===== src/hw/rtl/qsu_pkg.sv =====
// shared types, codes and helper functions for the quoted string unescaper
`default_nettype none
package qsu_pkg;

  localparam int OFFSET_BITS = 16;
  localparam int MAX_RESULTS = 6;

  // one step of the byte offset
  localparam logic [OFFSET_BITS-1:0] OFFSET_ONE = {{(OFFSET_BITS-1){1'b0}}, 1'b1};

  // parser modes
  localparam logic [1:0] MODE_TEXT = 2'd0;
  localparam logic [1:0] MODE_ESC  = 2'd1;
  localparam logic [1:0] MODE_HEX  = 2'd2;

  // result status codes
  localparam logic [2:0] ST_DATA   = 3'd0;
  localparam logic [2:0] ST_OK     = 3'd1;
  localparam logic [2:0] ST_BADESC = 3'd2;
  localparam logic [2:0] ST_BADHEX = 3'd3;
  localparam logic [2:0] ST_UNTERM = 3'd4;

  // input operation codes
  localparam logic OP_BYTE = 1'b0;
  localparam logic OP_END  = 1'b1;

  // utf-8 length thresholds and lead markers
  localparam logic [31:0] UTF_LIM2 = 32'h0000_0080;
  localparam logic [31:0] UTF_LIM3 = 32'h0000_0800;
  localparam logic [31:0] UTF_LIM4 = 32'h0001_0000;
  localparam logic [31:0] UTF_LIM5 = 32'h0020_0000;
  localparam logic [31:0] UTF_LIM6 = 32'h0400_0000;
  localparam logic [7:0]  LEAD2    = 8'hc0;
  localparam logic [7:0]  LEAD3    = 8'he0;
  localparam logic [7:0]  LEAD4    = 8'hf0;
  localparam logic [7:0]  LEAD5    = 8'hf8;
  localparam logic [7:0]  LEAD6    = 8'hfc;
  localparam logic [7:0]  CONT     = 8'h80;
  localparam logic [5:0]  SIX_MASK = 6'h3f;

  typedef struct packed {
    logic [2:0]      cnt;
    logic [5:0][7:0] bytes;
  } utf_t;

  // group of results caused by one request, bytes[0] goes out first
  typedef struct packed {
    logic [2:0]      cnt;
    logic [5:0][7:0] bytes;
    logic [2:0]      status;
    logic [15:0]     pos;
  } grp_t;

  function automatic logic [15:0] pos_of(input logic [OFFSET_BITS-1:0] o);
    logic [31:0] w;
    w = 32'(o);
    return w[15:0];
  endfunction

  // {valid, value}
  function automatic logic [4:0] hex_decode(input logic [7:0] c);
    logic [4:0] r;
    r = 5'd0;
    if (c inside {["0":"9"]}) r = {1'b1, 4'(c - "0")};
    else if (c inside {["a":"f"]}) r = {1'b1, 4'(c - "a" + 8'd10)};
    else if (c inside {["A":"F"]}) r = {1'b1, 4'(c - "A" + 8'd10)};
    return r;
  endfunction

  function automatic utf_t utf8_encode(input logic [31:0] v);
    utf_t        r;
    logic [35:0] w;
    logic [2:0]  n;
    logic [7:0]  lead;
    w = {4'b0000, v};
    if (v < UTF_LIM2) begin
      n = 3'd1; lead = v[7:0];
    end else if (v < UTF_LIM3) begin
      n = 3'd2; lead = LEAD2 | 8'(v >> 6);
    end else if (v < UTF_LIM4) begin
      n = 3'd3; lead = LEAD3 | 8'(v >> 12);
    end else if (v < UTF_LIM5) begin
      n = 3'd4; lead = LEAD4 | 8'(v >> 18);
    end else if (v < UTF_LIM6) begin
      n = 3'd5; lead = LEAD5 | 8'(v >> 24);
    end else begin
      n = 3'd6; lead = LEAD6 | 8'(v >> 30);
    end
    r.cnt = n;
    r.bytes = '0;
    r.bytes[0] = lead;
    for (int k = 1; k < MAX_RESULTS; k++) begin
      if (k < int'(n)) begin
        r.bytes[k] = CONT | {2'b00, w[6*(int'(n)-1-k) +: 6] & SIX_MASK};
      end
    end
    return r;
  endfunction

endpackage
`default_nettype wire


===== src/hw/rtl/quoted_string_unescape.sv =====
// top level of the quoted string unescaper
// Usage:
//  s_* carries one request per handshake: s_tuser is the operation (0 string byte,
//  1 end of input buffer), s_tdata the raw byte. Feed the bytes that follow the
//  opening quote. m_* carries results: decoded byte and position in m_tdata,
//  status in m_tuser, m_tlast on the final result that a request causes.
//  The results of an accepted request are registered and show on m_* in the
//  next cycle. Throughput: one request per cycle while m_tready stays high and
//  each request gives at most one result; a final hex digit that expands to n
//  utf-8 bytes keeps s_tready low while the bytes play out of the result
//  register. Backslashes, escape letters u/U and inner hex digits give no
//  result and are taken back to back.
//  A closing quote, an error or an end-of-input request ends the string; the
//  next byte starts a new one at offset zero.
//  Reset: rst clears the parser to text mode at offset zero and drops m_tvalid.
//  Stall: while m_tready is low the pending result holds and s_tready stays
//  low for as long as a result waits in the result register.
`default_nettype none
module quoted_string_unescape (
  input  wire logic        clk,
  input  wire logic        rst,
  input  wire logic        s_tvalid,
  output logic             s_tready,
  input  wire logic [7:0]  s_tdata,   // [7:0] in_byte
  input  wire logic        s_tuser,   // [0] operation
  output logic             m_tvalid,
  input  wire logic        m_tready,
  output logic [23:0]      m_tdata,   // [7:0] out_byte, [23:8] position
  output logic [2:0]       m_tuser,   // [2:0] status
  output logic             m_tlast
);

  qsu_pkg::grp_t grp;
  logic          accept;
  logic          load;
  logic          take;
  logic [7:0]    out_byte;
  logic [15:0]   position;

  assign accept = s_tvalid && s_tready;
  assign load   = accept && (grp.cnt != 3'd0);
  assign take   = m_tvalid && m_tready;

  qsu_decode u_decode (
    .clk       (clk),
    .rst       (rst),
    .accept    (accept),
    .operation (s_tuser),
    .in_byte   (s_tdata),
    .grp       (grp)
  );

  qsu_emit u_emit (
    .clk      (clk),
    .rst      (rst),
    .load     (load),
    .grp      (grp),
    .ready    (s_tready),
    .valid    (m_tvalid),
    .take     (take),
    .out_byte (out_byte),
    .status   (m_tuser),
    .position (position),
    .last     (m_tlast)
  );

  assign m_tdata = {position, out_byte};

endmodule
`default_nettype wire


===== src/hw/rtl/qsu_decode.sv =====
// parser state and per-request decode into a result group
`default_nettype none
module qsu_decode (
  input  wire logic           clk,
  input  wire logic           rst,
  input  wire logic           accept,
  input  wire logic           operation,
  input  wire logic [7:0]     in_byte,
  output qsu_pkg::grp_t       grp
);

  logic [1:0]                       mode, mode_next;
  logic [31:0]                      code_value, code_value_next;
  logic [3:0]                       digits_left, digits_left_next;
  logic [2:0]                       digit_index, digit_index_next;
  logic [qsu_pkg::OFFSET_BITS-1:0]  offset, offset_next;

  logic [qsu_pkg::OFFSET_BITS-1:0]  here, nxt;
  logic [4:0]                       hex;
  logic [31:0]                      cv_shift;
  logic [3:0]                       dl_dec;
  qsu_pkg::utf_t                    utf;

  assign here     = offset;
  assign nxt      = offset + qsu_pkg::OFFSET_ONE;
  assign hex      = qsu_pkg::hex_decode(in_byte);
  assign cv_shift = {code_value[27:0], hex[3:0]};
  assign dl_dec   = digits_left - 4'd1;
  assign utf      = qsu_pkg::utf8_encode(cv_shift);

  always_comb begin
    mode_next        = mode;
    code_value_next  = code_value;
    digits_left_next = digits_left;
    digit_index_next = digit_index;
    offset_next      = offset;
    grp              = '0;
    grp.status       = qsu_pkg::ST_DATA;
    grp.pos          = qsu_pkg::pos_of(here);

    if (operation == qsu_pkg::OP_END) begin
      grp.cnt    = 3'd1;
      grp.status = qsu_pkg::ST_UNTERM;
      mode_next = qsu_pkg::MODE_TEXT; code_value_next = '0;
      digits_left_next = '0; digit_index_next = '0; offset_next = '0;
    end else begin
      case (mode)
        qsu_pkg::MODE_ESC: begin
          offset_next = nxt;
          mode_next   = qsu_pkg::MODE_TEXT;
          grp.cnt     = 3'd1;
          case (in_byte)
            "b":  grp.bytes[0] = 8'h08;
            "t":  grp.bytes[0] = 8'h09;
            "n":  grp.bytes[0] = 8'h0a;
            "f":  grp.bytes[0] = 8'h0c;
            "r":  grp.bytes[0] = 8'h0d;
            "\"": grp.bytes[0] = 8'h22;
            "/":  grp.bytes[0] = 8'h2f;
            "\\": grp.bytes[0] = 8'h5c;
            "u", "U": begin
              grp.cnt          = 3'd0;
              mode_next        = qsu_pkg::MODE_HEX;
              digits_left_next = (in_byte == "u") ? 4'd4 : 4'd8;
              code_value_next  = '0;
              digit_index_next = '0;
            end
            default: begin
              // bad escape reports the backslash position
              grp.status = qsu_pkg::ST_BADESC;
              grp.pos    = qsu_pkg::pos_of(here - qsu_pkg::OFFSET_ONE);
              code_value_next = '0; digits_left_next = '0;
              digit_index_next = '0; offset_next = '0;
            end
          endcase
        end
        qsu_pkg::MODE_HEX: begin
          if (!hex[4]) begin
            grp.cnt    = 3'd1;
            grp.status = qsu_pkg::ST_BADHEX;
            grp.pos    = 16'(digit_index);
            mode_next = qsu_pkg::MODE_TEXT; code_value_next = '0;
            digits_left_next = '0; digit_index_next = '0; offset_next = '0;
          end else begin
            code_value_next  = cv_shift;
            digit_index_next = digit_index + 3'd1;
            digits_left_next = dl_dec;
            offset_next      = nxt;
            if (dl_dec == 4'd0) begin
              grp.cnt          = utf.cnt;
              grp.bytes        = utf.bytes;
              mode_next        = qsu_pkg::MODE_TEXT;
              code_value_next  = '0;
              digit_index_next = '0;
            end
          end
        end
        default: begin
          if (in_byte == "\"") begin
            grp.cnt    = 3'd1;
            grp.status = qsu_pkg::ST_OK;
            grp.pos    = qsu_pkg::pos_of(nxt);
            mode_next = qsu_pkg::MODE_TEXT; code_value_next = '0;
            digits_left_next = '0; digit_index_next = '0; offset_next = '0;
          end else if (in_byte == "\\") begin
            mode_next   = qsu_pkg::MODE_ESC;
            offset_next = nxt;
          end else begin
            grp.cnt      = 3'd1;
            grp.bytes[0] = in_byte;
            offset_next  = nxt;
          end
        end
      endcase
    end
  end

  always_ff @(posedge clk) begin
    if (rst) begin
      mode        <= qsu_pkg::MODE_TEXT;
      code_value  <= '0;
      digits_left <= '0;
      digit_index <= '0;
      offset      <= '0;
    end else if (accept) begin
      mode        <= mode_next;
      code_value  <= code_value_next;
      digits_left <= digits_left_next;
      digit_index <= digit_index_next;
      offset      <= offset_next;
    end
  end

endmodule
`default_nettype wire


===== src/hw/rtl/qsu_emit.sv =====
// result register that plays out a group of result bytes one per cycle while take is high
`default_nettype none
module qsu_emit (
  input  wire logic           clk,
  input  wire logic           rst,
  input  wire logic           load,
  input  wire qsu_pkg::grp_t  grp,
  output logic                ready,
  output logic                valid,
  input  wire logic           take,
  output logic [7:0]          out_byte,
  output logic [2:0]          status,
  output logic [15:0]         position,
  output logic                last
);

  logic [2:0]      cnt;
  logic [5:0][7:0] bytes;
  logic            done;

  assign out_byte = bytes[0];
  assign last     = (cnt == 3'd1);
  assign done     = take && last;
  assign ready    = !valid || done;

  always_ff @(posedge clk) begin
    if (rst) begin
      valid <= 1'b0;
      cnt   <= '0;
    end else if (load) begin
      valid <= 1'b1;
      cnt   <= grp.cnt;
    end else if (take) begin
      valid <= !done;
      cnt   <= cnt - 3'd1;
    end
  end

  always_ff @(posedge clk) begin
    if (load) begin
      bytes    <= grp.bytes;
      status   <= grp.status;
      position <= grp.pos;
    end else if (take) begin
      bytes <= bytes >> 8;
    end
  end

  a_cnt_range: assert property (@(posedge clk) disable iff (rst)
    valid |-> (cnt != 3'd0 && 32'(cnt) <= qsu_pkg::MAX_RESULTS))
    else $error("result count out of range while valid");

  a_load_free: assert property (@(posedge clk) disable iff (rst)
    load |-> ready)
    else $error("group loaded over one still playing out");

  a_load_cnt: assert property (@(posedge clk) disable iff (rst)
    load |=> (valid && cnt == $past(grp.cnt)))
    else $error("loaded group count lost");

  a_step: assert property (@(posedge clk) disable iff (rst)
    (take && !last && !load) |=> (valid && cnt == 3'($past(cnt) - 3'd1)))
    else $error("partial group not advanced by one");

endmodule
`default_nettype wire


===== config.mk =====
export PLATFORM = sky130hd
export DESIGN_NAME = quoted_string_unescape
export DESIGN_NICKNAME = d
export VERILOG_FILES = /design/src/hw/rtl/qsu_pkg.sv /design/src/hw/rtl/quoted_string_unescape.sv /design/src/hw/rtl/qsu_decode.sv /design/src/hw/rtl/qsu_emit.sv
export SDC_FILE = /design/constraint.sdc
export NUM_CORES = 1
export LEC_CHECK = 0
export BUFFER_PORTS_ARGS = -buffer_cell sky130_fd_sc_hd__buf_2
export CAP_MARGIN = 0
export CORE_AREA = 2 2 135 137
export DETAILED_ROUTE_END_ITERATION = 10
export DIE_AREA = 0 0 137 139
export PLACE_DENSITY = 0.9
export SLEW_MARGIN = 25
export SYNTH_ARGS = -nofsm -noshare
export SYNTH_HDL_FRONTEND = slang
export SYNTH_SLANG_ARGS = --single-unit

===== constraint.sdc =====
create_clock -name clk -period 11.6 [get_ports clk]
set_input_delay 1.16 -clock clk [delete_from_list [all_inputs] [get_ports clk]]
set_output_delay 1.16 -clock clk [all_outputs]
set_load 0.03 [all_outputs]

==> results.sh <==
export IMPL_dp_slack_ps=4610
export IMPL_register_area_um2=3000
export IMPL_worst_pin_slew_ps=1130
export IMPL_grt_pass1_wl_um=61900
export IMPL_synth_compound_area_frac=0.277
export IMPL_synth_edf_count=62
export IMPL_global_route_usage_total=0.425
export IMPL_synth_area_leaders="edfxtp_1 17%, dfxtp_1 11%, nand2_1 7.4%"
export IMPL_startpoint_type="flip-flop"
export IMPL_initialDrtViolationCount=2018
export IMPL_synth_flop_cell="edfxtp_1"
export IMPL_p_per_area_nw_per_um2=152
export IMPL_synthAdderAreaFrac=0.0552
export IMPL_criticalPathCategory="flip-flop to flip-flop"
export IMPL_stdcell_area_um2=11300
export IMPL_finalCriticalPeriod_ps=7310
export IMPL_area_growth_pct=6.03
export IMPL_cts_max_level=4
export IMPL_routabilityCongestion=1.07
export IMPL_max_freq_mhz=137
export IMPL_report_final_slew_viol_count=0
export IMPL_grt_max_degree=82
export IMPL_worst_path_largest_cell_delay_ps=650
export IMPL_cts_inserted_buffers=17
export IMPL_yosysWarnings=0
export IMPL_arrival_ps=7600
export IMPL_ys_ff_latch=119
export IMPL_wirelength_um=40400
export IMPL_ant_nets=0
export IMPL_rsz0062_at_grt="false"
export IMPL_drive_gt1_frac=0.121
export IMPL_use_met3=0.129
export IMPL_die_w_um=137
export IMPL_grt_ovfl_total=0
export IMPL_wire_per_inst_um=25.9
export IMPL_fp_row_count=49
export IMPL_hold_violations=0
export IMPL_place_port_buffers=42
export IMPL_synthSimpleGateAreaFrac=0.231
export IMPL_syn_area_um2=10700
export IMPL_final_setup_tns_ps=0
export IMPL_synthTopCellsByCount="211 x nand2_1, 122 x a21oi_1, 100 x nor2_1, 81 x o21ai_0, 74 x clkbuf_1"
export IMPL_use_met1=0.579
export IMPL_grtUsageMet2=0.613
export IMPL_worst_slack_ps=4290
export IMPL_cp_common_cell="inv_1"
export IMPL_crit_path_end_kind="flip-flop"
export IMPL_yosysSeqAreaShare=0.281
export IMPL_drv_cap=0
export IMPL_vias_per_cell=7.33
export IMPL_die_h_um=139
export IMPL_yosysTopAreaCell="edfxtp_1"
export IMPL_ir_drop_v=0.000134
export IMPL_cts_root_buffer="clkbuf_16"
export IMPL_synthXorXnorAreaFrac=0.0316
export IMPL_ctsHoldBuffers=0
export IMPL_die_area_um2=19000
export IMPL_synth_cell_types=98
export IMPL_drc=0
export IMPL_multi_input_area_um2=7020
export IMPL_crit_fanout=17
export IMPL_hold_class="flip-flop to flip-flop"
export IMPL_antenna_found_initial=1
export IMPL_dpl_hpwl_um=28600
export IMPL_ys_async_sr_fraction=0
export IMPL_core_um2=17700
export IMPL_drt_pass1_iterations=7
export IMPL_cts_tree="built"
export IMPL_cts_buffer_depth=2
export IMPL_setup_violations=0
export IMPL_routed_via_count=11400
export IMPL_cts_sinks=119
export IMPL_grt_pass1_vias=10400
export IMPL_worstPathRequired_ps=11890
export IMPL_dpl_instance_area_um2=10800
export IMPL_synth_cells=1358
export IMPL_synth_top_family_by_area="compound AO/OA/AOI/OAI gates"
export IMPL_yosysMostFrequentCell="nand2_1"
export IMPL_clock_latency_ps=450
export IMPL_synth_area_mux_share=0.0546
export IMPL_post_cts_buffers=0
export IMPL_critical_path_slowest_cell="ha_1"
export IMPL_outcome="finished clean"
export IMPL_diodes=0
export IMPL_clock_skew_ps=13.4
export IMPL_cts_resized=0
export IMPL_cpLargestDelayFamily="simple AND/OR/NAND/NOR gates"
export IMPL_fin_crit_sh=0.630
export IMPL_final_nets=1379
export IMPL_top_usage_layer="met2"
export IMPL_fillers=1457
export IMPL_boundaryPins=43
export IMPL_yosysTopAreaCellShare=0.174
export IMPL_clk_pin_slew_worst_paths_ps=60
export IMPL_slew_headroom=0.245
export IMPL_path_buf_inv=6
export IMPL_p_leak_nw=4.21
export IMPL_synth_area_per_cell_um2=7.88
export IMPL_start_util=0.606
where the power goes:
group	internal, mW	leakage (nW)	total (mW)	switching [mW]
Combinational	0.230	2.86	0.722	0.491
Sequential	0.479	1.08	0.493	0.0145
Clock	0.278	0.263	0.514	0.236
Total	0.988	4.21	1.73	0.741
path summary, 6_finish.rpt:
kind	from	to	slack, ps	depth (start not counted)
min	u_emit.bytes[10]$_DFFE_PP_	u_emit.out_byte[2]$_DFFE_PP_	520	1
min reg2reg	u_emit.bytes[10]$_DFFE_PP_	u_emit.out_byte[2]$_DFFE_PP_	520	1
max	u_decode.code_value[17]$_SDFFE_PP0P_	u_emit.bytes[16]$_DFFE_PP_	4290	25
max reg2reg	u_decode.code_value[17]$_SDFFE_PP0P_	u_emit.bytes[16]$_DFFE_PP_	4290	25
placed cells by master, fill, tap and decap left out, types with 12 or more instances in the layout:
cell,count
nand2_1,210
a21oi_1,122
nor2_1,99
o21ai_0,81
edfxtp_1,62
dfxtp_1,57
ha_1,43
buf_2,42
nand3_1,41
inv_1,40
o31ai_1,33
nor3_1,32
a31oi_1,30
mux2i_1,22
a21o_1,20
a211oi_1,19
a22oi_1,18
o21ai_1,17
xnor2_1,17
clkbuf_16,17
and2_1,15
buf_4,15
o211ai_1,12
sequential cells by signal (all words and copies together) (netlist names):
register / cells
u_decode.code_value: 28
u_decode.digit_index: 3
u_decode.digits_left: 4
u_decode.here: 16
u_decode.mode: 2
u_emit.bytes: 35
u_emit.cnt: 3
u_emit.out_byte: 8
u_emit.position: 16
u_emit.status: 3
u_emit.valid: 1
through the flow:
step	utilization	hold slack, ps	instances	total power [mW]
floorplan	-	453	1363	1.00
global placement	0.611	475	1530	1.18
detailed placement	0.612	501	1530	1.19
global route	0.643	537	1562	1.79
CTS	0.643	514	1562	1.69
finish	0.643	520	1562	1.73
cell families (layout without fill, tap and decap cells):
| logic type | count (synthesis) | after routing |
|---|---|---|
| adders and majority gates | 46 | 46 |
| DFF | 119 | 119 |
| xor gates and xnor gates | 33 | 33 |
| AOI/OAI and AO/OA | 449 | 449 |
| and+or+nand+nor | 504 | 504 |
| muxes | 42 | 42 |
| buffers and inverters | 163 | 133 |
| other | 2 | 7 |
area by class of cell:
class / count / area share
Timing Repair Buffer: 57 / 0.0284
Inverter: 44 / 0.0150
Multi-Input combinational cell: 1081 / 0.619
Tap cell: 229 / 0.0252
Sequential cell: 119 / 0.265
Clock inverter: 14 / 0.0103
Clock buffer: 18 / 0.0378
per-layer routing:
| metal | part of all wire | up-vias |
|---|---|---|
| met1 | 0.38 | 5292 |
| met2 | 0.42 | 1013 |
| li1 | - | 4925 |
| met4 | 0.059 | 0 |
| met5 | 0 | - |
| met3 | 0.15 | 217 |
Power figures use the tool's default switching activity.
